--- config.mk ---
export PLATFORM = sky130hd
export DESIGN_NAME = subzone_touch_navigator_flat
export DESIGN_NICKNAME = d
export VERILOG_FILES = /design/src/design/stn_pkg.sv /design/src/design/stn_if.sv /design/src/design/stn_div.sv /design/src/design/subzone_touch_navigator.sv /design/src/flat_wrapper.sv
export SDC_FILE = /design/constraint.sdc
export NUM_CORES = 1
export LEC_CHECK = 0
export BUFFER_PORTS_ARGS = -buffer_cell sky130_fd_sc_hd__buf_2
export CORE_AREA = 2 2 148 150
export DETAILED_ROUTE_END_ITERATION = 8
export DIE_AREA = 0 0 150 152
export GPL_TIMING_DRIVEN = 1
export PLACE_DENSITY = 0.71
export SYNTH_ARGS = -nofsm -noshare
export SYNTH_HDL_FRONTEND = slang
export SYNTH_SLANG_ARGS = --single-unit
--- constraint.sdc ---
create_clock -name clk -period 10.3 [get_ports clk]
set_input_delay 0.515 -clock clk [delete_from_list [all_inputs] [get_ports clk]]
set_output_delay 0.515 -clock clk [all_outputs]
set_load 0.01 [all_outputs]
--- src/design/stn_pkg.sv ---
`timescale 1ns / 1ps
// ----------------------------------------------------------------------------
// Subzone touch navigator package
// Widths, codes, weight tables, arithmetic helpers and the control store.
// ----------------------------------------------------------------------------
package stn_pkg;

  localparam int MASK_W     = 12;
  localparam int NIB_W      = 4;
  localparam int KIND_W     = 2;
  localparam int POS_W      = 6;
  localparam int DIR_W      = 3;
  localparam int EDGE_W     = 5;
  localparam int DZ_W       = 4;
  localparam int D_W        = 5;
  localparam int V_W        = 7;
  localparam int NORM_W     = 4;
  localparam int WGT_W      = 3;
  localparam int PC_W       = 5;
  localparam int COND_W     = 4;
  localparam int CFG_IDX_W  = 3;
  localparam int CFG_DATA_W = 12;

  localparam int DNUM_W     = 7;
  localparam int DDEN_W     = 6;
  localparam int DIV_STEPS  = DNUM_W;
  localparam int DCNT_W     = 3;

  localparam int GRAV_SCALE = 10;
  localparam int X_DIV      = 3;
  localparam int SP_SCALE   = 8 * 3;
  localparam int SP_RECIP   = 205;
  localparam int SP_SHIFT   = 11;
  localparam int SP_PROD_W  = 17;

  localparam logic [CFG_IDX_W-1:0] REG_NAV_ENABLE  = 3'd0;
  localparam logic [CFG_IDX_W-1:0] REG_CORNER_MASK = 3'd1;
  localparam logic [CFG_IDX_W-1:0] REG_EDGE_LIMIT  = 3'd2;
  localparam logic [CFG_IDX_W-1:0] REG_DEAD_ZONE_X = 3'd3;
  localparam logic [CFG_IDX_W-1:0] REG_DEAD_ZONE_Y = 3'd4;

  localparam logic              EN_RESET     = 1'b1;
  localparam logic [MASK_W-1:0] CORNER_RESET = 12'h666;
  localparam logic [EDGE_W-1:0] EDGE_RESET   = 5'd30;
  localparam logic [DZ_W-1:0]   DZ_RESET     = 4'd0;
  localparam logic signed [V_W-1:0] V_RESET  = -7'sd1;

  localparam logic [KIND_W-1:0] EV_CLICK = 2'd0;
  localparam logic [KIND_W-1:0] EV_TOUCH = 2'd1;
  localparam logic [KIND_W-1:0] EV_POS   = 2'd2;
  localparam logic [KIND_W-1:0] EV_DIR   = 2'd3;

  localparam logic [DIR_W-1:0] DIR_NONE  = 3'd0;
  localparam logic [DIR_W-1:0] DIR_UP    = 3'd1;
  localparam logic [DIR_W-1:0] DIR_RIGHT = 3'd2;
  localparam logic [DIR_W-1:0] DIR_DOWN  = 3'd3;
  localparam logic [DIR_W-1:0] DIR_LEFT  = 3'd4;

  localparam logic signed [WGT_W-1:0] XW [16] = '{
    3'sd0, 3'sd0, -3'sd3, -3'sd3, 3'sd3, 3'sd3, 3'sd0, 3'sd0,
    3'sd0, 3'sd0, -3'sd3, -3'sd3, 3'sd3, 3'sd3, 3'sd0, 3'sd0
  };
  localparam logic [WGT_W-1:0] YW [16] = '{
    3'd0, 3'd0, 3'd2, 3'd2, 3'd2, 3'd2, 3'd4, 3'd4,
    3'd0, 3'd0, 3'd2, 3'd2, 3'd2, 3'd2, 3'd4, 3'd4
  };

  // control word field codes
  localparam logic [1:0] DIV_NONE = 2'd0;
  localparam logic [1:0] DIV_LD_X = 2'd1;
  localparam logic [1:0] DIV_LD_Y = 2'd2;
  localparam logic [1:0] DIV_STEP = 2'd3;

  localparam logic [1:0] ST_NONE = 2'd0;
  localparam logic [1:0] ST_DY   = 2'd1;
  localparam logic [1:0] ST_DX   = 2'd2;

  localparam logic [1:0] LAST_NO    = 2'd0;
  localparam logic [1:0] LAST_YES   = 2'd1;
  localparam logic [1:0] LAST_ZERO  = 2'd2;
  localparam logic [1:0] LAST_NOKEY = 2'd3;

  localparam logic [1:0] DSEL_NONE = 2'd0;
  localparam logic [1:0] DSEL_NEW  = 2'd1;
  localparam logic [1:0] DSEL_HELD = 2'd2;

  localparam logic [1:0] V_HOLD  = 2'd0;
  localparam logic [1:0] V_START = 2'd1;
  localparam logic [1:0] V_MOVE  = 2'd2;

  localparam logic [1:0] FD_HOLD = 2'd0;
  localparam logic [1:0] FD_SET  = 2'd1;
  localparam logic [1:0] FD_CLR  = 2'd2;

  localparam logic [1:0] KEY_HOLD = 2'd0;
  localparam logic [1:0] KEY_SET  = 2'd1;
  localparam logic [1:0] KEY_CLR  = 2'd2;
  localparam logic [1:0] KEY_WIPE = 2'd3;

  localparam logic [COND_W-1:0] C_NEVER       = 4'd0;
  localparam logic [COND_W-1:0] C_ALWAYS      = 4'd1;
  localparam logic [COND_W-1:0] C_NO_IN       = 4'd2;
  localparam logic [COND_W-1:0] C_DISABLED    = 4'd3;
  localparam logic [COND_W-1:0] C_NO_CONTACT  = 4'd4;
  localparam logic [COND_W-1:0] C_DIV_BUSY    = 4'd5;
  localparam logic [COND_W-1:0] C_FINGER_DOWN = 4'd6;
  localparam logic [COND_W-1:0] C_ZERO_MOVE   = 4'd7;
  localparam logic [COND_W-1:0] C_NOT_EDGE    = 4'd8;
  localparam logic [COND_W-1:0] C_KEY_HELD    = 4'd9;
  localparam logic [COND_W-1:0] C_NOT_DOWN    = 4'd10;
  localparam logic [COND_W-1:0] C_NO_KEY      = 4'd11;

  localparam logic [PC_W-1:0] P_FETCH       = 5'd0;
  localparam logic [PC_W-1:0] P_CHK_EN      = 5'd1;
  localparam logic [PC_W-1:0] P_CHK_CONTACT = 5'd2;
  localparam logic [PC_W-1:0] P_LD_X        = 5'd3;
  localparam logic [PC_W-1:0] P_STEP_X      = 5'd4;
  localparam logic [PC_W-1:0] P_ST_DY       = 5'd5;
  localparam logic [PC_W-1:0] P_STEP_Y      = 5'd6;
  localparam logic [PC_W-1:0] P_ST_DX       = 5'd7;
  localparam logic [PC_W-1:0] P_FIRST_CLICK = 5'd8;
  localparam logic [PC_W-1:0] P_FIRST_TOUCH = 5'd9;
  localparam logic [PC_W-1:0] P_FIRST_POS   = 5'd10;
  localparam logic [PC_W-1:0] P_FIRST_POS2  = 5'd11;
  localparam logic [PC_W-1:0] P_LATER       = 5'd12;
  localparam logic [PC_W-1:0] P_EDGE_LIFT   = 5'd13;
  localparam logic [PC_W-1:0] P_EDGE_KEY    = 5'd14;
  localparam logic [PC_W-1:0] P_EDGE_TOUCH  = 5'd15;
  localparam logic [PC_W-1:0] P_MOVE        = 5'd16;
  localparam logic [PC_W-1:0] P_REPORT      = 5'd17;
  localparam logic [PC_W-1:0] P_REL_CHK     = 5'd18;
  localparam logic [PC_W-1:0] P_REL_CLICK   = 5'd19;
  localparam logic [PC_W-1:0] P_REL_TOUCH   = 5'd20;
  localparam logic [PC_W-1:0] P_REL_KEY     = 5'd21;
  localparam logic [PC_W-1:0] P_DISABLE     = 5'd22;

  typedef struct packed {
    logic              accept;
    logic [1:0]        div_op;
    logic [1:0]        st_op;
    logic              emit;
    logic [KIND_W-1:0] kind;
    logic              press;
    logic [1:0]        last_sel;
    logic [1:0]        dir_sel;
    logic              pos;
    logic [1:0]        virt_op;
    logic [1:0]        fd_op;
    logic [1:0]        key_op;
    logic [COND_W-1:0] cond;
    logic [PC_W-1:0]   target;
  } ctrl_t;

  localparam ctrl_t CW_NOP = '{
    accept: 1'b0, div_op: DIV_NONE, st_op: ST_NONE, emit: 1'b0, kind: EV_CLICK,
    press: 1'b0, last_sel: LAST_NO, dir_sel: DSEL_NONE, pos: 1'b0, virt_op: V_HOLD,
    fd_op: FD_HOLD, key_op: KEY_HOLD, cond: C_NEVER, target: P_FETCH
  };

  function automatic ctrl_t rom_word(input logic [PC_W-1:0] pc);
    ctrl_t w;
    w = CW_NOP;
    unique case (pc)
      P_FETCH: begin
        w.accept = 1'b1;
        w.cond   = C_NO_IN;
        w.target = P_FETCH;
      end
      P_CHK_EN: begin
        w.cond   = C_DISABLED;
        w.target = P_DISABLE;
      end
      P_CHK_CONTACT: begin
        w.cond   = C_NO_CONTACT;
        w.target = P_REL_CHK;
      end
      P_LD_X: begin
        w.div_op = DIV_LD_X;
      end
      P_STEP_X: begin
        w.div_op = DIV_STEP;
        w.cond   = C_DIV_BUSY;
        w.target = P_STEP_X;
      end
      P_ST_DY: begin
        w.st_op  = ST_DY;
        w.div_op = DIV_LD_Y;
      end
      P_STEP_Y: begin
        w.div_op = DIV_STEP;
        w.cond   = C_DIV_BUSY;
        w.target = P_STEP_Y;
      end
      P_ST_DX: begin
        w.st_op  = ST_DX;
        w.cond   = C_FINGER_DOWN;
        w.target = P_LATER;
      end
      P_FIRST_CLICK: begin
        w.emit     = 1'b1;
        w.kind     = EV_CLICK;
        w.press    = 1'b1;
        w.last_sel = LAST_ZERO;
        w.fd_op    = FD_SET;
        w.cond     = C_ZERO_MOVE;
        w.target   = P_FETCH;
      end
      P_FIRST_TOUCH: begin
        w.emit    = 1'b1;
        w.kind    = EV_TOUCH;
        w.press   = 1'b1;
        w.virt_op = V_START;
      end
      P_FIRST_POS: begin
        w.emit    = 1'b1;
        w.kind    = EV_POS;
        w.pos     = 1'b1;
        w.virt_op = V_MOVE;
      end
      P_FIRST_POS2: begin
        w.emit     = 1'b1;
        w.kind     = EV_POS;
        w.pos      = 1'b1;
        w.last_sel = LAST_YES;
        w.cond     = C_ALWAYS;
        w.target   = P_FETCH;
      end
      P_LATER: begin
        w.cond   = C_NOT_EDGE;
        w.target = P_MOVE;
      end
      P_EDGE_LIFT: begin
        w.emit    = 1'b1;
        w.kind    = EV_TOUCH;
        w.virt_op = V_START;
        w.cond    = C_KEY_HELD;
        w.target  = P_EDGE_TOUCH;
      end
      P_EDGE_KEY: begin
        w.emit    = 1'b1;
        w.kind    = EV_DIR;
        w.press   = 1'b1;
        w.dir_sel = DSEL_NEW;
        w.key_op  = KEY_SET;
      end
      P_EDGE_TOUCH: begin
        w.emit   = 1'b1;
        w.kind   = EV_TOUCH;
        w.press  = 1'b1;
        w.cond   = C_ALWAYS;
        w.target = P_REPORT;
      end
      P_MOVE: begin
        w.virt_op = V_MOVE;
      end
      P_REPORT: begin
        w.emit     = 1'b1;
        w.kind     = EV_POS;
        w.pos      = 1'b1;
        w.last_sel = LAST_YES;
        w.cond     = C_ALWAYS;
        w.target   = P_FETCH;
      end
      P_REL_CHK: begin
        w.cond   = C_NOT_DOWN;
        w.target = P_FETCH;
      end
      P_REL_CLICK: begin
        w.emit = 1'b1;
        w.kind = EV_CLICK;
      end
      P_REL_TOUCH: begin
        w.emit     = 1'b1;
        w.kind     = EV_TOUCH;
        w.last_sel = LAST_NOKEY;
        w.fd_op    = FD_CLR;
        w.cond     = C_NO_KEY;
        w.target   = P_FETCH;
      end
      P_REL_KEY: begin
        w.emit     = 1'b1;
        w.kind     = EV_DIR;
        w.dir_sel  = DSEL_HELD;
        w.last_sel = LAST_YES;
        w.key_op   = KEY_CLR;
        w.cond     = C_ALWAYS;
        w.target   = P_FETCH;
      end
      P_DISABLE: begin
        w.fd_op  = FD_CLR;
        w.key_op = KEY_WIPE;
        w.cond   = C_ALWAYS;
        w.target = P_FETCH;
      end
      default: begin
        w.cond   = C_ALWAYS;
        w.target = P_FETCH;
      end
    endcase
    return w;
  endfunction

  // 24*d/10 truncated toward zero, division by reciprocal
  function automatic logic signed [V_W-1:0] start_point(input logic signed [D_W-1:0] d);
    logic [D_W-1:0]       mag;
    logic [SP_PROD_W-1:0] prod;
    logic [V_W-1:0]       q;
    mag  = d[D_W-1] ? D_W'(-d) : D_W'(d);
    prod = SP_PROD_W'(mag) * SP_PROD_W'(SP_SCALE) * SP_PROD_W'(SP_RECIP);
    q    = V_W'(prod >> SP_SHIFT);
    return d[D_W-1] ? -signed'(q) : signed'(q);
  endfunction

  // ties go to the horizontal key
  function automatic logic [DIR_W-1:0] direction_of(input logic signed [D_W-1:0] x,
                                                    input logic signed [D_W-1:0] y);
    logic [D_W-1:0] ax;
    logic [D_W-1:0] ay;
    ax = x[D_W-1] ? D_W'(-x) : D_W'(x);
    ay = y[D_W-1] ? D_W'(-y) : D_W'(y);
    if (ay > ax) begin
      return y[D_W-1] ? DIR_UP : DIR_DOWN;
    end
    return x[D_W-1] ? DIR_LEFT : DIR_RIGHT;
  endfunction

endpackage

--- src/design/stn_if.sv ---
`timescale 1ns / 1ps
// ----------------------------------------------------------------------------
// Subzone touch navigator channels
// Valid/ready channels for the poll word and the event word.
// ----------------------------------------------------------------------------
interface stn_in_if;
  logic                           valid;
  logic                           ready;
  logic [stn_pkg::MASK_W-1:0]     finger_mask;

  modport source (output valid, output finger_mask, input ready);
  modport sink   (input valid, input finger_mask, output ready);
endinterface

interface stn_out_if;
  logic                              valid;
  logic                              ready;
  logic [stn_pkg::KIND_W-1:0]        event_kind;
  logic                              pressed;
  logic signed [stn_pkg::POS_W-1:0]  pos_x;
  logic signed [stn_pkg::POS_W-1:0]  pos_y;
  logic [stn_pkg::DIR_W-1:0]         direction;
  logic                              last;

  modport source (output valid, output event_kind, output pressed, output pos_x,
                  output pos_y, output direction, output last, input ready);
  modport sink   (input valid, input event_kind, input pressed, input pos_x,
                  input pos_y, input direction, input last, output ready);
endinterface

--- src/design/stn_div.sv ---
`timescale 1ns / 1ps
// ----------------------------------------------------------------------------
// Subzone touch navigator divider
// Restoring unsigned divider, one quotient bit per step.
// ----------------------------------------------------------------------------
module stn_div (
  input  logic                         clk,
  input  logic                         rst_n,
  input  logic [1:0]                   op,
  input  logic [stn_pkg::DNUM_W-1:0]   num,
  input  logic [stn_pkg::DDEN_W-1:0]   den,
  output logic [stn_pkg::DNUM_W-1:0]   quo,
  output logic                         busy
);

  logic [stn_pkg::DNUM_W-1:0] acc_r, acc_nxt;
  logic [stn_pkg::DDEN_W-1:0] rem_r, rem_nxt;
  logic [stn_pkg::DDEN_W-1:0] den_r, den_nxt;
  logic [stn_pkg::DCNT_W-1:0] cnt_r, cnt_nxt;
  logic [stn_pkg::DDEN_W:0]   trial;
  logic                       fits;

  assign trial = {rem_r, acc_r[stn_pkg::DNUM_W-1]};
  assign fits  = trial >= {1'b0, den_r};
  assign quo   = acc_r;
  assign busy  = cnt_r != stn_pkg::DCNT_W'(stn_pkg::DIV_STEPS - 1);

  always_comb begin
    acc_nxt = acc_r;
    rem_nxt = rem_r;
    den_nxt = den_r;
    cnt_nxt = cnt_r;
    unique case (op)
      stn_pkg::DIV_LD_X, stn_pkg::DIV_LD_Y: begin
        acc_nxt = num;
        rem_nxt = '0;
        den_nxt = den;
        cnt_nxt = '0;
      end
      stn_pkg::DIV_STEP: begin
        acc_nxt = {acc_r[stn_pkg::DNUM_W-2:0], fits};
        rem_nxt = fits ? stn_pkg::DDEN_W'(trial - {1'b0, den_r})
                       : trial[stn_pkg::DDEN_W-1:0];
        cnt_nxt = cnt_r + 1'b1;
      end
      default: begin
        acc_nxt = acc_r;
      end
    endcase
  end

  always_ff @(posedge clk) begin
    if (!rst_n) begin
      cnt_r <= '0;
    end else begin
      cnt_r <= cnt_nxt;
    end
  end

  always_ff @(posedge clk) begin
    acc_r <= acc_nxt;
    rem_r <= rem_nxt;
    den_r <= den_nxt;
  end

endmodule

--- src/design/subzone_touch_navigator.sv ---
`timescale 1ns / 1ps
// ----------------------------------------------------------------------------
// Subzone touch navigator
// Turns subzone coverage polls into click, touch, position and key events.
//
//   channel  | role  | word
//   in_ch    | sink  | finger_mask, one poll
//   out_ch   | source| event_kind, pressed, pos_x, pos_y, direction, last
//   cfg_*    | write | five registers by index, no read-back
//
// A poll walks the control store from acceptance to the next fetch: it
// takes the disable step when disabled, the release checks without
// contact, and with contact two 7-step divisions and one step per event.
// Synchronous active-low reset returns the step counter to fetch.
// A full event register with out_ch.ready low stalls the current step if it emits.
// ----------------------------------------------------------------------------
module subzone_touch_navigator (
  input  logic                               clk,
  input  logic                               rst_n,
  input  logic                               cfg_we,
  input  logic [stn_pkg::CFG_IDX_W-1:0]      cfg_index,
  input  logic [stn_pkg::CFG_DATA_W-1:0]     cfg_data,
  stn_in_if.sink                             in_ch,
  stn_out_if.source                          out_ch
);

  stn_pkg::ctrl_t cw;

  logic [stn_pkg::PC_W-1:0]          pc_r, pc_nxt;
  logic                              en_r, en_nxt;
  logic [stn_pkg::MASK_W-1:0]        corner_r, corner_nxt;
  logic [stn_pkg::EDGE_W-1:0]        edge_r, edge_nxt;
  logic [stn_pkg::DZ_W-1:0]          dzx_r, dzx_nxt;
  logic [stn_pkg::DZ_W-1:0]          dzy_r, dzy_nxt;
  logic                              fd_r, fd_nxt;
  logic                              key_r, key_nxt;
  logic [stn_pkg::DIR_W-1:0]         held_r, held_nxt;
  logic signed [stn_pkg::V_W-1:0]    vx_r, vx_nxt;
  logic signed [stn_pkg::V_W-1:0]    vy_r, vy_nxt;
  logic                              ov_r, ov_nxt;

  logic [stn_pkg::MASK_W-1:0]        mask_r, mask_nxt;
  logic signed [stn_pkg::D_W-1:0]    dx_r, dx_nxt;
  logic signed [stn_pkg::D_W-1:0]    dy_r, dy_nxt;
  logic                              neg_r, neg_nxt;
  logic [stn_pkg::KIND_W-1:0]        kind_r, kind_nxt;
  logic                              press_r, press_nxt;
  logic signed [stn_pkg::POS_W-1:0]  px_r, px_nxt;
  logic signed [stn_pkg::POS_W-1:0]  py_r, py_nxt;
  logic [stn_pkg::DIR_W-1:0]         dir_r, dir_nxt;
  logic                              last_r, last_nxt;

  logic [stn_pkg::NIB_W-1:0]         nib0, nib1, nib2;
  logic signed [stn_pkg::D_W-1:0]    xg, yg;
  logic [stn_pkg::NORM_W-1:0]        norm;
  logic [stn_pkg::D_W-1:0]           ax, ay;
  logic [stn_pkg::DNUM_W-1:0]        div_num;
  logic [stn_pkg::DDEN_W-1:0]        div_den;
  logic [stn_pkg::DNUM_W-1:0]        div_quo;
  logic                              div_busy;
  logic [stn_pkg::DZ_W-1:0]          dz;
  logic signed [stn_pkg::D_W-1:0]    d_store;
  logic signed [stn_pkg::V_W:0]      nx, ny, lim;
  logic                              contact, zero_move, at_edge;
  logic                              accept, stall, go, take;
  logic [stn_pkg::DIR_W-1:0]         new_dir;

  assign cw = stn_pkg::rom_word(pc_r);

  assign in_ch.ready = cw.accept;
  assign accept      = in_ch.valid && cw.accept;
  assign stall       = cw.emit && ov_r && !out_ch.ready;
  assign go          = !stall;

  // gravity from the three nibbles
  assign nib0 = mask_r[stn_pkg::NIB_W-1:0];
  assign nib1 = mask_r[2*stn_pkg::NIB_W-1:stn_pkg::NIB_W];
  assign nib2 = mask_r[3*stn_pkg::NIB_W-1:2*stn_pkg::NIB_W];
  assign xg   = stn_pkg::D_W'(stn_pkg::XW[nib0]) + stn_pkg::D_W'(stn_pkg::XW[nib1])
              + stn_pkg::D_W'(stn_pkg::XW[nib2]);
  assign yg   = signed'(stn_pkg::D_W'(stn_pkg::YW[nib0]))
              - signed'(stn_pkg::D_W'(stn_pkg::YW[nib2]));
  assign norm = stn_pkg::NORM_W'(stn_pkg::YW[nib0]) + stn_pkg::NORM_W'(stn_pkg::YW[nib1])
              + stn_pkg::NORM_W'(stn_pkg::YW[nib2]);
  assign ax   = xg[stn_pkg::D_W-1] ? stn_pkg::D_W'(-xg) : stn_pkg::D_W'(xg);
  assign ay   = yg[stn_pkg::D_W-1] ? stn_pkg::D_W'(-yg) : stn_pkg::D_W'(yg);

  always_comb begin
    if (cw.div_op == stn_pkg::DIV_LD_Y) begin
      div_num = stn_pkg::DNUM_W'(ay) * stn_pkg::DNUM_W'(stn_pkg::GRAV_SCALE);
      div_den = stn_pkg::DDEN_W'(norm);
    end else begin
      div_num = stn_pkg::DNUM_W'(ax) * stn_pkg::DNUM_W'(stn_pkg::GRAV_SCALE);
      div_den = stn_pkg::DDEN_W'(norm) * stn_pkg::DDEN_W'(stn_pkg::X_DIV);
    end
  end

  stn_div u_div (
    .clk   (clk),
    .rst_n (rst_n),
    .op    (cw.div_op),
    .num   (div_num),
    .den   (div_den),
    .quo   (div_quo),
    .busy  (div_busy)
  );

  // horizontal gravity feeds dy, vertical feeds dx
  assign dz = (cw.st_op == stn_pkg::ST_DY) ? dzx_r : dzy_r;

  always_comb begin
    if (norm == '0 || div_quo < stn_pkg::DNUM_W'(dz)) begin
      d_store = '0;
    end else if (neg_r) begin
      d_store = -signed'(stn_pkg::D_W'(div_quo));
    end else begin
      d_store = signed'(stn_pkg::D_W'(div_quo));
    end
  end

  assign contact   = |(mask_r & corner_r);
  assign zero_move = (dx_r == '0) && (dy_r == '0);
  assign nx        = (stn_pkg::V_W+1)'(vx_r) - (stn_pkg::V_W+1)'(dx_r);
  assign ny        = (stn_pkg::V_W+1)'(vy_r) - (stn_pkg::V_W+1)'(dy_r);
  assign lim       = signed'((stn_pkg::V_W+1)'(edge_r));
  assign at_edge   = (nx >= lim) || (nx <= -lim) || (ny >= lim) || (ny <= -lim);
  assign new_dir   = stn_pkg::direction_of(dx_r, dy_r);

  always_comb begin
    unique case (cw.cond)
      stn_pkg::C_NEVER:       take = 1'b0;
      stn_pkg::C_ALWAYS:      take = 1'b1;
      stn_pkg::C_NO_IN:       take = !in_ch.valid;
      stn_pkg::C_DISABLED:    take = !en_r;
      stn_pkg::C_NO_CONTACT:  take = !contact;
      stn_pkg::C_DIV_BUSY:    take = div_busy;
      stn_pkg::C_FINGER_DOWN: take = fd_r;
      stn_pkg::C_ZERO_MOVE:   take = zero_move;
      stn_pkg::C_NOT_EDGE:    take = !at_edge;
      stn_pkg::C_KEY_HELD:    take = key_r;
      stn_pkg::C_NOT_DOWN:    take = !fd_r;
      stn_pkg::C_NO_KEY:      take = !key_r;
      default:                take = 1'b0;
    endcase
  end

  // configuration writes
  always_comb begin
    en_nxt     = en_r;
    corner_nxt = corner_r;
    edge_nxt   = edge_r;
    dzx_nxt    = dzx_r;
    dzy_nxt    = dzy_r;
    if (cfg_we) begin
      unique case (cfg_index)
        stn_pkg::REG_NAV_ENABLE:  en_nxt     = cfg_data[0];
        stn_pkg::REG_CORNER_MASK: corner_nxt = cfg_data[stn_pkg::MASK_W-1:0];
        stn_pkg::REG_EDGE_LIMIT:  edge_nxt   = cfg_data[stn_pkg::EDGE_W-1:0];
        stn_pkg::REG_DEAD_ZONE_X: dzx_nxt    = cfg_data[stn_pkg::DZ_W-1:0];
        stn_pkg::REG_DEAD_ZONE_Y: dzy_nxt    = cfg_data[stn_pkg::DZ_W-1:0];
        default:                  en_nxt     = en_r;
      endcase
    end
  end

  // sequencer datapath
  always_comb begin
    pc_nxt    = pc_r;
    fd_nxt    = fd_r;
    key_nxt   = key_r;
    held_nxt  = held_r;
    vx_nxt    = vx_r;
    vy_nxt    = vy_r;
    ov_nxt    = ov_r;
    mask_nxt  = accept ? in_ch.finger_mask : mask_r;
    dx_nxt    = dx_r;
    dy_nxt    = dy_r;
    neg_nxt   = neg_r;
    kind_nxt  = kind_r;
    press_nxt = press_r;
    px_nxt    = px_r;
    py_nxt    = py_r;
    dir_nxt   = dir_r;
    last_nxt  = last_r;

    if (out_ch.ready) begin
      ov_nxt = 1'b0;
    end

    if (go) begin
      pc_nxt = take ? cw.target : pc_r + 1'b1;

      if (cw.div_op == stn_pkg::DIV_LD_X) begin
        neg_nxt = xg[stn_pkg::D_W-1];
      end else if (cw.div_op == stn_pkg::DIV_LD_Y) begin
        neg_nxt = yg[stn_pkg::D_W-1];
      end

      unique case (cw.st_op)
        stn_pkg::ST_DY: dy_nxt = d_store;
        stn_pkg::ST_DX: dx_nxt = d_store;
        default:        dx_nxt = dx_r;
      endcase

      unique case (cw.fd_op)
        stn_pkg::FD_SET: fd_nxt = 1'b1;
        stn_pkg::FD_CLR: fd_nxt = 1'b0;
        default:         fd_nxt = fd_r;
      endcase

      unique case (cw.key_op)
        stn_pkg::KEY_SET: begin
          key_nxt  = 1'b1;
          held_nxt = new_dir;
        end
        stn_pkg::KEY_CLR: key_nxt = 1'b0;
        stn_pkg::KEY_WIPE: begin
          key_nxt  = 1'b0;
          held_nxt = stn_pkg::DIR_NONE;
        end
        default: key_nxt = key_r;
      endcase

      unique case (cw.virt_op)
        stn_pkg::V_START: begin
          vx_nxt = stn_pkg::start_point(dx_r);
          vy_nxt = stn_pkg::start_point(dy_r);
        end
        stn_pkg::V_MOVE: begin
          vx_nxt = nx[stn_pkg::V_W-1:0];
          vy_nxt = ny[stn_pkg::V_W-1:0];
        end
        default: vx_nxt = vx_r;
      endcase

      if (cw.emit) begin
        ov_nxt    = 1'b1;
        kind_nxt  = cw.kind;
        press_nxt = cw.press;
        px_nxt    = cw.pos ? vx_r[stn_pkg::POS_W-1:0] : '0;
        py_nxt    = cw.pos ? vy_r[stn_pkg::POS_W-1:0] : '0;
        unique case (cw.dir_sel)
          stn_pkg::DSEL_NEW:  dir_nxt = new_dir;
          stn_pkg::DSEL_HELD: dir_nxt = held_r;
          default:            dir_nxt = stn_pkg::DIR_NONE;
        endcase
        unique case (cw.last_sel)
          stn_pkg::LAST_YES:   last_nxt = 1'b1;
          stn_pkg::LAST_ZERO:  last_nxt = zero_move;
          stn_pkg::LAST_NOKEY: last_nxt = !key_r;
          default:             last_nxt = 1'b0;
        endcase
      end
    end
  end

  always_ff @(posedge clk) begin
    if (!rst_n) begin
      pc_r     <= stn_pkg::P_FETCH;
      en_r     <= stn_pkg::EN_RESET;
      corner_r <= stn_pkg::CORNER_RESET;
      edge_r   <= stn_pkg::EDGE_RESET;
      dzx_r    <= stn_pkg::DZ_RESET;
      dzy_r    <= stn_pkg::DZ_RESET;
      fd_r     <= 1'b0;
      key_r    <= 1'b0;
      held_r   <= stn_pkg::DIR_NONE;
      vx_r     <= stn_pkg::V_RESET;
      vy_r     <= stn_pkg::V_RESET;
      ov_r     <= 1'b0;
    end else begin
      pc_r     <= pc_nxt;
      en_r     <= en_nxt;
      corner_r <= corner_nxt;
      edge_r   <= edge_nxt;
      dzx_r    <= dzx_nxt;
      dzy_r    <= dzy_nxt;
      fd_r     <= fd_nxt;
      key_r    <= key_nxt;
      held_r   <= held_nxt;
      vx_r     <= vx_nxt;
      vy_r     <= vy_nxt;
      ov_r     <= ov_nxt;
    end
  end

  always_ff @(posedge clk) begin
    mask_r  <= mask_nxt;
    dx_r    <= dx_nxt;
    dy_r    <= dy_nxt;
    neg_r   <= neg_nxt;
    kind_r  <= kind_nxt;
    press_r <= press_nxt;
    px_r    <= px_nxt;
    py_r    <= py_nxt;
    dir_r   <= dir_nxt;
    last_r  <= last_nxt;
  end

  assign out_ch.valid      = ov_r;
  assign out_ch.event_kind = kind_r;
  assign out_ch.pressed    = press_r;
  assign out_ch.pos_x      = px_r;
  assign out_ch.pos_y      = py_r;
  assign out_ch.direction  = dir_r;
  assign out_ch.last       = last_r;

endmodule
--- src/flat_wrapper.sv ---
// flat-port wrapper written by rule: the top's interface ports become plain ports
module subzone_touch_navigator_flat 
  (clk, rst_n, cfg_we, cfg_index, cfg_data, in_ch_valid, in_ch_finger_mask, in_ch_ready, out_ch_valid, out_ch_event_kind, out_ch_pressed, out_ch_pos_x, out_ch_pos_y, out_ch_direction, out_ch_last, out_ch_ready);
  stn_in_if in_ch_i ();
  stn_out_if out_ch_i ();
  input  logic clk;
  input  logic rst_n;
  input  logic cfg_we;
  input  logic [stn_pkg::CFG_IDX_W-1:0] cfg_index;
  input  logic [stn_pkg::CFG_DATA_W-1:0] cfg_data;
  input wire logic [$bits(in_ch_i.valid)-1:0] in_ch_valid;
  input wire logic [$bits(in_ch_i.finger_mask)-1:0] in_ch_finger_mask;
  output wire logic [$bits(in_ch_i.ready)-1:0] in_ch_ready;
  output wire logic [$bits(out_ch_i.valid)-1:0] out_ch_valid;
  output wire logic [$bits(out_ch_i.event_kind)-1:0] out_ch_event_kind;
  output wire logic [$bits(out_ch_i.pressed)-1:0] out_ch_pressed;
  output wire logic [$bits(out_ch_i.pos_x)-1:0] out_ch_pos_x;
  output wire logic [$bits(out_ch_i.pos_y)-1:0] out_ch_pos_y;
  output wire logic [$bits(out_ch_i.direction)-1:0] out_ch_direction;
  output wire logic [$bits(out_ch_i.last)-1:0] out_ch_last;
  input wire logic [$bits(out_ch_i.ready)-1:0] out_ch_ready;
  assign in_ch_i.valid = in_ch_valid;
  assign in_ch_i.finger_mask = in_ch_finger_mask;
  assign in_ch_ready = in_ch_i.ready;
  assign out_ch_valid = out_ch_i.valid;
  assign out_ch_event_kind = out_ch_i.event_kind;
  assign out_ch_pressed = out_ch_i.pressed;
  assign out_ch_pos_x = out_ch_i.pos_x;
  assign out_ch_pos_y = out_ch_i.pos_y;
  assign out_ch_direction = out_ch_i.direction;
  assign out_ch_last = out_ch_i.last;
  assign out_ch_i.ready = out_ch_ready;
  subzone_touch_navigator u_core (.clk(clk), .rst_n(rst_n), .cfg_we(cfg_we), .cfg_index(cfg_index), .cfg_data(cfg_data), .in_ch(in_ch_i), .out_ch(out_ch_i));
endmodule
==> results of run 1 <==
[registers in the layout, summed over array words and instances, names as in the netlist, 6 cells and up]
name,cells
u_core.vx_r,7
u_core.u_div.rem_r,6
u_core.out_ch.pos_x,6
u_core.vy_r,7
u_core.corner_r,12
u_core.u_div.quo,7
u_core.mask_r,12
u_core.out_ch.pos_y,6
[logic make-up after synthesis]
group	Yosys count	synth area share, %
AOI/OAI and AO/OA	236	15.4
xor gates and xnor gates	60	5.46
adders and majority gates	199	25.9
buffers and inverters	186	7.04
DFF	114	27.6
muxes	38	3.79
other	1	0.0359
and+or+nand+nor	309	14.8
[final timing paths]
path,from,to,cells past startpoint
hold / removal,in_ch_finger_mask[8],u_core.mask_r[8],1
setup / recovery,u_core.dy_r[0],u_core.vy_r[4],30
setup reg to reg,u_core.dy_r[0],u_core.vy_r[4],30
hold reg to reg,u_core.corner_r[3],u_core.corner_r[3],2
[power by group through the flow]
stage	Combinational (uW)	Clock [uW]	Sequential, uW
detailed placement	2250	0	763
CTS	2270	576	755
global placement	2170	0	760
floorplan	1770	0	732
global route	2590	598	765
finish	2250	570	754
[through the flow]
stage	std cells	utilization [%]	total power, uW	hold slack, ps
6_report	1473	53.8	3580	269
2_1_floorplan	1143	-	2510	436
3_3_place_gp	1441	51.1	2930	442
3_5_place_dp	1441	51.1	3010	449
5_1_grt	1473	53.8	3960	252
4_1_cts	1473	53.8	3600	258
[worst max-delay path, delay by kind of cell, from the launching register on]
kind / cells / cell delay, ps
xor+xnor: 4 / 1180
fa+ha+maj: 8 / 2740
buf+inv: 6 / 510
flops: 1 / 460
compound gates: 6 / 1150
simple gates: 6 / 600
[layer usage]
layer	global-route usage [%]	wire, um
met5	0	0
met4	5.84	398
met3	3.57	954
met2	36.2	11100
met1	28.0	10800
[cell usage in the layout (no fill, tap or decap), drive strengths merged, types with 39 or more instances in the layout]
master / instances
ha: 171
dfxtp: 54
xnor2: 39
edfxtp: 60
nor2: 73
inv: 148
o21ai: 50
a21oi: 54
nand2: 86
buf: 57
[final cells by class]
cell class / instances / area share [%]
clock inverters: 15 / 1.24
repair buffers: 57 / 2.59
clock buffers: 17 / 3.71
well taps: 280 / 3.05
multi-input cells: 843 / 59.5
inverters: 147 / 4.81
flip-flops and latches: 114 / 25.1
==> metrics.md, run 1 <==
| Metric | Value |
|---|---|
| Clk_lat worst skew | 430 ps |
| CTS Buf Count | 17 |
| P_sw | 1580 uW |
| Logic pwr share | a little over three fifths |
| Final wirelength | between 20 and 25 mm |
| #FFs+latches synth | 114 |
| FP Rows | 54 |
| Post-DP Area | 10,900 um^2 |
| Grt ovf | 0 |
| Drt pass-1 iters | 7 |
| Most common cell in the netlist | ha_1 |
| Int Power | approximately 2000 uW |
| Clk pwr share | 15.9% |
| Ant diodes | 0 |
| Clock skew | 16.3 ps |
| Post-synthesis cell type count | a little over 80 |
| Via count | 8,242 |
| F_max | 148 MHz |
| Worst hold path type | primary input to flop |
| Final instance area | around 11,000 um^2 |
| Max-Cap Viols | 0 |
| Ys Warns | 0 |
| H-tree levels | 4 |
| Core footprint | approximately 21,000 um^2 |
| Clock buffer depth | 2 |
| Syn Area/Cell | ~9.1 um^2 |
| DRC | 0 |
| LEAKAGE | between 0.005 and 0.006 uW |
| PortBufs | between 50 and 60 |
| Post-Syn Area | 10,400 um^2 |
| Minimum clock period | around 6800 ps |
| Hold Violations, Final | 0 |
| Die Wd | 150 um |
| Top-area cell type share of the netlist area | 20.5% |
| Worst Setup Slack, final | between 3000 and 4000 ps |
| Critical path required time | approximately 11,000 ps |
| Root buffer cell | clkbuf_16 |
| Vias per cell | 5.60 |
| Register area | approximately 2900 um^2 |
| Critical path type | flop to flop |
| CP Launch Type | flop |
| R2r setup slk | about 3500 ps |
| FILL cells | 1,967 |
| Synthesized Nets | 1,374 |
| Final Setup Violations | 0 |
| CP Capture Type | flop |
| Clock slew at reported path FFs | approximately 60 ps |
| Net Sw Frac | 44.1% |
| Vias in the first global route | 8,300 |
| EDFF count, synth | 60 |
| Crit path DAT | 7060 ps |
| Top-Level Pins | 53 |
| Slowest cell on crit path | fa_1 |
| Most frequent CP cell | inv_1 |
| Worst Tran Pin Value | 908 ps |
| Status | completed |
| Multi-input gate area | 6830 um^2 |
| Routability Congestion | 0.926 |
| Largest net degree at the start of global routing | 35 |
| Sequential share of the synthesized area | around 28% |
| Commonest register cell after synthesis | edfxtp_1 |
| Synthesis-to-finish area growth | 9.88% |
| Top cells by area, synth | ha_1, edfxtp_1, dfxtp_1 |
| Hold buffers post-CTS | 0 |
| Initial core utilization | about 49% |
| Nets | 1,411 |
| Synth top cells by count | ha_1, inv_1, nand2_1 |
| Share of cells above drive strength 1 | 9.14% |
| Final ANT Viol Nets | 0 |
| Post-CTS setup buffer count | 0 |
| RSZ-0062 raised after global routing | false |
| GRT Total Usage | a little over a fifth |
| Initial antenna violation count | 0 |
| WL per Instance | 15.8 um |
| Post_cts resized | 0 |
| Final period util | 65.8% |
| Sink Count | 114 |
| TritonCTS clock tree | built |
| Power density over cell area | 312 nW/um^2 |
| Relative slew slack | between 30% and 40% |
| Post-Synthesis Cells | 1,143 |
| Chip height | ~150 um |
| Synth area leader | ha_1 |
| Global-route wire length before repair | ~40 mm |
| Setup_tns | 0 ps |
| Post-DP HPWL | roughly 18 mm |
| Slew Limit Fails | 0 |
| Pre-CTS setup slack | 3500 ps |
| Largest vdd supply drop | approximately 0.00021 V |
| DR iter-0 viols | 589 |
| Share of async-settable or async-resettable flops after synthesis | 0% |
| Register share of total power | a little over a fifth |
| Crit path max fanout | 6 |
| Die area | 22,800 um^2 |
| Crit-path max cell delay | approximately 530 ps |
Note: power is estimated with default switching activity, not from simulation.
==> run 2: changes to the inputs <==
- clock period: 10.3 -> 6.55 ns (I/O delays scaled with it)
==> run 2 against run 1 <==
  * Fmax is 11% higher
  * Register-to-register slack worse by 3100 ps
  * Clock-buffer cell count stayed put
  * Design area is 1.6% higher
  * Worst setup slack worse by 3100 ps
  * Critical endpoint unchanged
==> metrics.md, run 2 (synthesis gave the netlist of run 1 again) <==
| Metric | Value |
|---|---|
| Die area | 22,800 um^2 (unchanged) |
| Nets | 1,421 (+0.71%) |
| Synthesis-to-finish area growth | 11.7% |
| Relative slew slack | 36.1% (-3.4 points) |
| Via count | 8,215 (-0.33%) |
| Worst Setup Slack, final | 456 ps (-3070 ps) |
| Ant diodes | 0 (unchanged) |
| FILL cells | 1,931 (-1.8%) |
| R2r setup slk | 460 ps (-3070 ps) |
| FP Rows | 54 (unchanged) |
| Top Registers | u_core.corner_r (12), u_core.mask_r (12) |
| Critical path type | flop to flop |
| Worst Tran Pin Value | 959 ps (+50.6 ps) |
| Vias in the first global route | 8,135 (-2.0%) |
| Clock skew | 7.16 ps (-9.14 ps) |
| Register share of total power | 20.5% (-0.6 points) |
| Pre-CTS setup slack | 126 ps (-3370 ps) |
| Max-Cap Viols | 0 (unchanged) |
| Crit-path max cell delay | 530 ps (about the same) |
| Critical path required time | 6850 ps (-3740 ps) |
| Largest net degree at the start of global routing | 43 (+23%) |
| Multi-input gate area | 6920 um^2 (+1.4%) |
| Chip height | 152 um (unchanged) |
| Hold Violations, Final | 0 (unchanged) |
| Post-DP HPWL | 17.8 mm (-0.30%) |
| Clock slew at reported path FFs | 60 ps (about the same) |
| Clk pwr share | 15.9% (about the same) |
| Worst R2R Start | u_core.dy_r[0] |
| Reg2reg path depth | 31 (+3.3%) |
| Slowest cell on crit path | fa_1 |
| Crit path DAT | 6390 ps (-670 ps) |
| TritonCTS clock tree | built |
| CP Launch Type | flop |
| Final period util | 93.0% (+27 points) |
| Clock buffer depth | 2 (unchanged) |
| Top-Level Pins | 53 (unchanged) |
| Final wirelength | 23.1 mm (-0.75%) |
| LEAKAGE | 0.00537 uW (+1.3%) |
| RSZ-0062 raised after global routing | true |
| Largest vdd supply drop | 0.000356 V (+66%) |
| Clk_lat worst skew | 430 ps (about the same) |
| F_max | 164 MHz (+11%) |
| CTS Buf Count | 17 (unchanged) |
| Worst hold path type | primary input to flop |
| PortBufs | 52 (unchanged) |
| Drt pass-1 iters | 5 (-2) |
| Commonest non-fill, non-tap cell in the layout | ha_1 |
| Final Util | 54.6% (+0.87 points) |
| Most frequent CP cell | inv_1 |
| Initial core utilization | 48.9% (unchanged) |
| Global-route wire length before repair | 38.7 mm (-2.6%) |
| Int Power | 3210 uW (+61%) |
| Power density over cell area | 495 nW/um^2 (+59%) |
| Final Setup Violations | 0 (unchanged) |
| DR iter-0 viols | 552 (-6.3%) |
| CP Capture Type | flop |
| Initial antenna violation count | 0 (unchanged) |
| Register area | 2880 um^2 (unchanged) |
| Status | completed |
| Most frequent cells in the layout | ha_1, inv_1, nand2_1 |
| Die Wd | 150 um (unchanged) |
| Hold path cells | 1 (unchanged) |
| Hold slack | 69.4 ps (-200 ps) |
| Root buffer cell | clkbuf_16 |
| Core footprint | 21,400 um^2 (unchanged) |
| Final ANT Viol Nets | 0 (unchanged) |
| Vias per cell | 5.54 (-1.0%) |
| DRC | 0 (unchanged) |
| Slew Limit Fails | 0 (unchanged) |
| Logic pwr share | 63.6% (+0.6 points) |
| Minimum clock period | 6090 ps (-678 ps) |
| Sink Count | 114 (unchanged) |
| Routability Congestion | 0.883 (-4.7%) |
| Worst hold start | in_ch_finger_mask[5] |
| Hold endpoint | u_core.mask_r[5] |
| Grt ovf | 0 (unchanged) |
| WL per Instance | 15.6 um (-1.4%) |
| Share of cells above drive strength 1 | 11.6% (+2.4 points) |
| Crit path max fanout | 4 (-2) |
| Net Sw Frac | 44.4% (+0.30 points) |
| P_sw | 2570 uW (+63%) |
| H-tree levels | 4 (unchanged) |
| GRT Total Usage | 20.8% (-0.51 points) |
| R2r endpoint | u_core.vy_r[4] |
| Worst Setup SP | u_core.dy_r[0] |
## run 2: worst max-delay path: cells and delay by family (launching register included)
family,cells,cell delay [ps]
buffers and inverters,6,360
AOI/OAI and AO/OA,6,1040
DFF,1,340
and+or+nand+nor,7,690
adders and majority gates,9,3110
xor gates and xnor gates,3,420
## run 2: final cells by class
cell class	instances	area share (%)
Tap cell	280	3.00
Clock buffer	17	3.65
Timing Repair Buffer	67	3.20
Multi-Input combinational cell	843	59.3
Inverter	147	4.73
Sequential cell	114	24.7
Clock inverter	15	1.37
## run 2: per-stage QoR
| stage | cells | power (uW) | TNS [ps] | area [um^2] |
|---|---|---|---|---|
| 6_report | 1483 | 5780 | 0 | 11700 |
| 5_1_grt | 1483 | 6310 | -12.1 | 11700 |
| 4_1_cts | 1480 | 5680 | 0 | 11600 |
| 3_5_place_dp | 1448 | 4710 | 0 | 11000 |
| 3_3_place_gp | 1448 | 4610 | 0 | 11000 |
| 2_1_floorplan | 1143 | 3940 | 0 | 10400 |
## run 2: power by group through the flow
stage / combinational (uW) / clock (uW) / sequential, uW
6_report: 3670 / 920 / 1180
5_1_grt: 4150 / 955 / 1200
4_1_cts: 3570 / 925 / 1180
3_5_place_dp: 3520 / 0 / 1200
3_3_place_gp: 3420 / 0 / 1200
2_1_floorplan: 2790 / 0 / 1150
## run 2: repair_timing
item,CTS,global route
setup buffers,0,3
hold buffers,0,0
resized for setup,0,20
endpoints found under the hold margin,0,0
endpoints found under the setup margin,0,9
## run 2: layer usage
layer	wire, um	GRT usage [%]	vias up
li1	-	-	4124
met1	10700	27.6	3856
met2	10900	34.2	188
met3	875	3.33	47
met4	615	7.55	0
met5	0	0	-
## run 2: worst max-delay path by stage
| stage | slack [ps] | to |
|---|---|---|
| global route | -10 | u_core.vy_r[4] |
| detailed placement | 130 | u_core.vy_r[4] |
| CTS | 110 | u_core.vy_r[4] |
| global placement | 240 | u_core.vy_r[4] |
| finish | 460 | u_core.vy_r[4] |
| floorplan | 350 | u_core.vy_r[4] |
==> run 3: changes to the inputs <==
- CORE_AREA: 2 2 148 150 -> 2 2 150 152
- DIE_AREA: 0 0 150 152 -> 0 0 152 154
- PLACE_DENSITY: 0.71 -> 0.72
- SYNTH_HIERARCHICAL: not set -> 1
==> run 3 against run 2 <==
  * The run now ends with design-rule violations left
  * Worst setup slack worse by 170 ps
  * Synthesized area up 3.2%
  * Synthesized cell count rose by 2.0%
  * Sequential power is 7% lower
  * Non-clock buffer count rose by 5
  * Wire length grew 4.4%
  * Global-route usage is 0.097 points higher
  * Largest cell class unchanged
==> metrics.md, run 3 <==
| Metric | Value |
|---|---|
| Nets | 1,456 (+2.5%) |
| Vias in the first global route | 8,343 (+2.6%) |
| FP Rows | 54 (unchanged) |
| Core footprint | 21,700 um^2 (+1.6%) |
| Root buffer cell | clkbuf_16 |
| Worst hold path type | primary input to flop |
| Top-Level Pins | 53 (unchanged) |
| #FFs+latches synth | 115 (+0.88%) |
| Drt pass-1 iters | 7 (+2) |
| Clock buffer depth | 2 (unchanged) |
| Power density over cell area | 471 nW/um^2 (-5.0%) |
| Post-Synthesis Cells | 1,166 (+2.0%) |
| Placed insts | 1,478 (+2.1%) |
| CP Launch Type | flop |
| F_max | 160 MHz (-2.7%) |
| EDFF count, synth | 61 (+1.7%) |
| Most common cell in the netlist | ha_1 |
| DRC | 1 (+1) |
| Sequential share of the synthesized area | 27.0% (-0.57 points) |
| Global-route wire length before repair | 40.5 mm (+4.6%) |
| Crit path DAT | 6500 ps (+110 ps) |
| Die area | 23,400 um^2 (+2.7%) |
| Synth top cells by count | ha_1, inv_1, nand2_1 |
| R2r setup slk | 290 ps (-170 ps) |
| Die Wd | 152 um (+1.3%) |
| Synthesis-to-finish area growth | 12.1% |
| Commonest non-fill, non-tap cell in the layout | ha_1 |
| PortBufs | 52 (unchanged) |
| Critical path required time | 6790 ps (-60 ps) |
| LEAKAGE | 0.00557 uW (+3.7%) |
| GRT met3 Usage | 3.78% (+0.44 points) |
| Worst Setup SP | u_core/dy_r[1] |
| FILL cells | 1,880 (-2.6%) |
| WL per Instance | 15.9 um (+2.2%) |
| Vias per cell | 5.62 (+1.4%) |
| Via count | 8,508 (+3.6%) |
| Largest net degree at the start of global routing | 59 (+37%) |
| Clock slew at reported path FFs | 50 ps (about the same) |
| Final ANT Viol Nets | 0 (unchanged) |
| Final Util | 55.7% (+1.0 points) |
| Worst Tran Pin Value | 1120 ps (+160 ps) |
| Share of cells above drive strength 1 | 14.7% (+3.1 points) |
| Status | finished with violations |
| Worst R2R Start | u_core/dy_r[1] |
| Hold endpoint | u_core/mask_r[10] |
| R2r endpoint | u_core/vy_r[6] |
| Largest vdd supply drop | 0.000342 V (-3.8%) |
| Crit path max fanout | 4 (unchanged) |
| Initial antenna violation count | 0 (unchanged) |
| Final wirelength | 24.1 mm (+4.4%) |
| Post-DP HPWL | 18.4 mm (+3.4%) |
| H-tree levels | 4 (unchanged) |
| Top Registers | u_core/corner_r (12), u_core/mask_r (12) |
| Sink Count | 115 (+0.88%) |
| Final Setup Violations | 0 (unchanged) |
| TritonCTS clock tree | built |
| Final period util | 95.6% (+2.5 points) |
| Clk_lat worst skew | 420 ps (about the same) |
| Clock skew | 8.65 ps (+1.49 ps) |
| Routability Congestion | 0.882 (-0.14%) |
| Minimum clock period | 6260 ps (+166 ps) |
| Top-area cell type share of the netlist area | 20.1% (-0.40 points) |
| Hold path cells | 1 (unchanged) |
| Ys Warns | 6 (+6) |
| GRT Total Usage | 20.9% (+0.097 points) |
| Relative slew slack | 25.1% (-11 points) |
| Ant diodes | 0 (unchanged) |
| DR iter-0 viols | 505 (-8.5%) |
| Reg2reg path depth | 26 (-16%) |
| Top cells by area, synth | ha_1, edfxtp_1, dfxtp_1 |
| Met1 Use GR | 27.3% (-0.35 points) |
| Worst hold start | in_ch_finger_mask[10] |
| Most frequent cells in the layout | ha_1, inv_1, nand2_1 |
| Critical path type | flop to flop |
| Synth area leader | ha_1 |
| Chip height | 154 um (+1.3%) |
| CTS Buf Count | 17 (unchanged) |
| Hold Violations, Final | 0 (unchanged) |
| CP Capture Type | flop |
| Commonest register cell after synthesis | edfxtp_1 |
| Hold buffers post-CTS | 0 (unchanged) |
| Post-Syn Area | 10,800 um^2 (+3.2%) |
| GR peak layer | met2 |
| Violated checks | design-rule violations |
| Initial core utilization | 49.7% (+0.76 points) |
| Slew Limit Fails | 0 (unchanged) |
| Syn Area/Cell | 9.24 um^2 (+1.1%) |
| Share of async-settable or async-resettable flops after synthesis | 0% (unchanged) |
| Non-filler cells, final | 1,515 (+2.2%) |
| Post-synthesis cell type count | 97 (+20%) |
| Met2 usage | 35.1% (+0.89 points) |
| Max-Cap Viols | 0 (unchanged) |
| Grt ovf | 0 (unchanged) |
==> run 3: cell families after synthesis <==
group,count (synthesis),share of synthesized area [%]
DFF,115,27.0
and+or+nand+nor,325,15.7
AOI/OAI and AO/OA,232,15.6
other,1,0.0348
muxes,44,4.24
adders and majority gates,202,25.5
xor gates and xnor gates,55,4.47
buffers and inverters,192,7.51
==> run 3: metal layers <==
layer / share of wire (%) / vias up
met5: 0 / -
met4: 2.3 / 0
met3: 4.7 / 37
met2: 47 / 210
met1: 46 / 4025
li1: - / 4236
==> run 3: through the flow <==
| stage | hold slack, ps | setup TNS (ps) | worst slack (ps) | power (uW) | instance area (um^2) |
|---|---|---|---|---|---|
| final | 88.4 | 0 | 290 | 5690 | 12100 |
| after global routing | 72.6 | -59.9 | -34.6 | 6190 | 12100 |
| after CTS | 76.0 | 0 | 34.4 | 5480 | 11900 |
| after detailed placement | 463 | 0 | 45.0 | 4520 | 11300 |
| after global placement | 451 | 0 | 213 | 4430 | 11300 |
| after floorplan | 426 | 0 | 176 | 3790 | 10800 |
==> run 3: worst max-delay path, stage by stage (launching register included) <==
cell      delay [ps]
edfxtp_1         360
inv_2             80
ha_1             190
nand2b_1         170
xnor2_2          150
buf_4            160
ha_1             290
a21o_1           230
a21oi_4          200
xnor2_2          180
ha_1             290
ha_1             300
fa_1             520
inv_1             60
fa_1             500
inv_1             40
ha_1             310
a31o_2           280
a21oi_2          190
o21ai_4          100
buf_4            140
a211o_1          280
a21o_1           180
a21oi_1          160
xnor2_1          180
nor4b_1          390
o311ai_1         150
==> run 3: worst max path at each step <==
stage,endpoint,slack (ps),cells past startpoint
after global placement,u_core/vy_r[4],210,33
after CTS,u_core/vy_r[4],30,33
after global routing,u_core/vy_r[4],-30,31
after detailed placement,u_core/vx_r[4],40,29
final,u_core/vy_r[6],290,26
after floorplan,u_core/vy_r[4],180,32
==> run 3: where the power goes <==
group          switching (uW)  internal [uW]  total (uW)
registers                 109            995        1100
logic                    2010           1650        3660
clock network             335            592         926
==> run 3: timing repair <==
action	4_1_cts	5_1_grt
buffers inserted	0	5
gates resized for setup	1	39
pin swaps	0	11
endpoints found under the setup margin	1	6
==> run 3: final cells by class <==
class	instances	area (um^2)	share of cell area (%)
Clock buffer	20	437	3.62
Clock inverter	12	138	1.14
Inverter	155	582	4.82
Multi-Input combinational cell	861	7240	60.0
Sequential cell	115	2910	24.1
Tap cell	280	350	2.90
Timing Repair Buffer	72	410	3.40
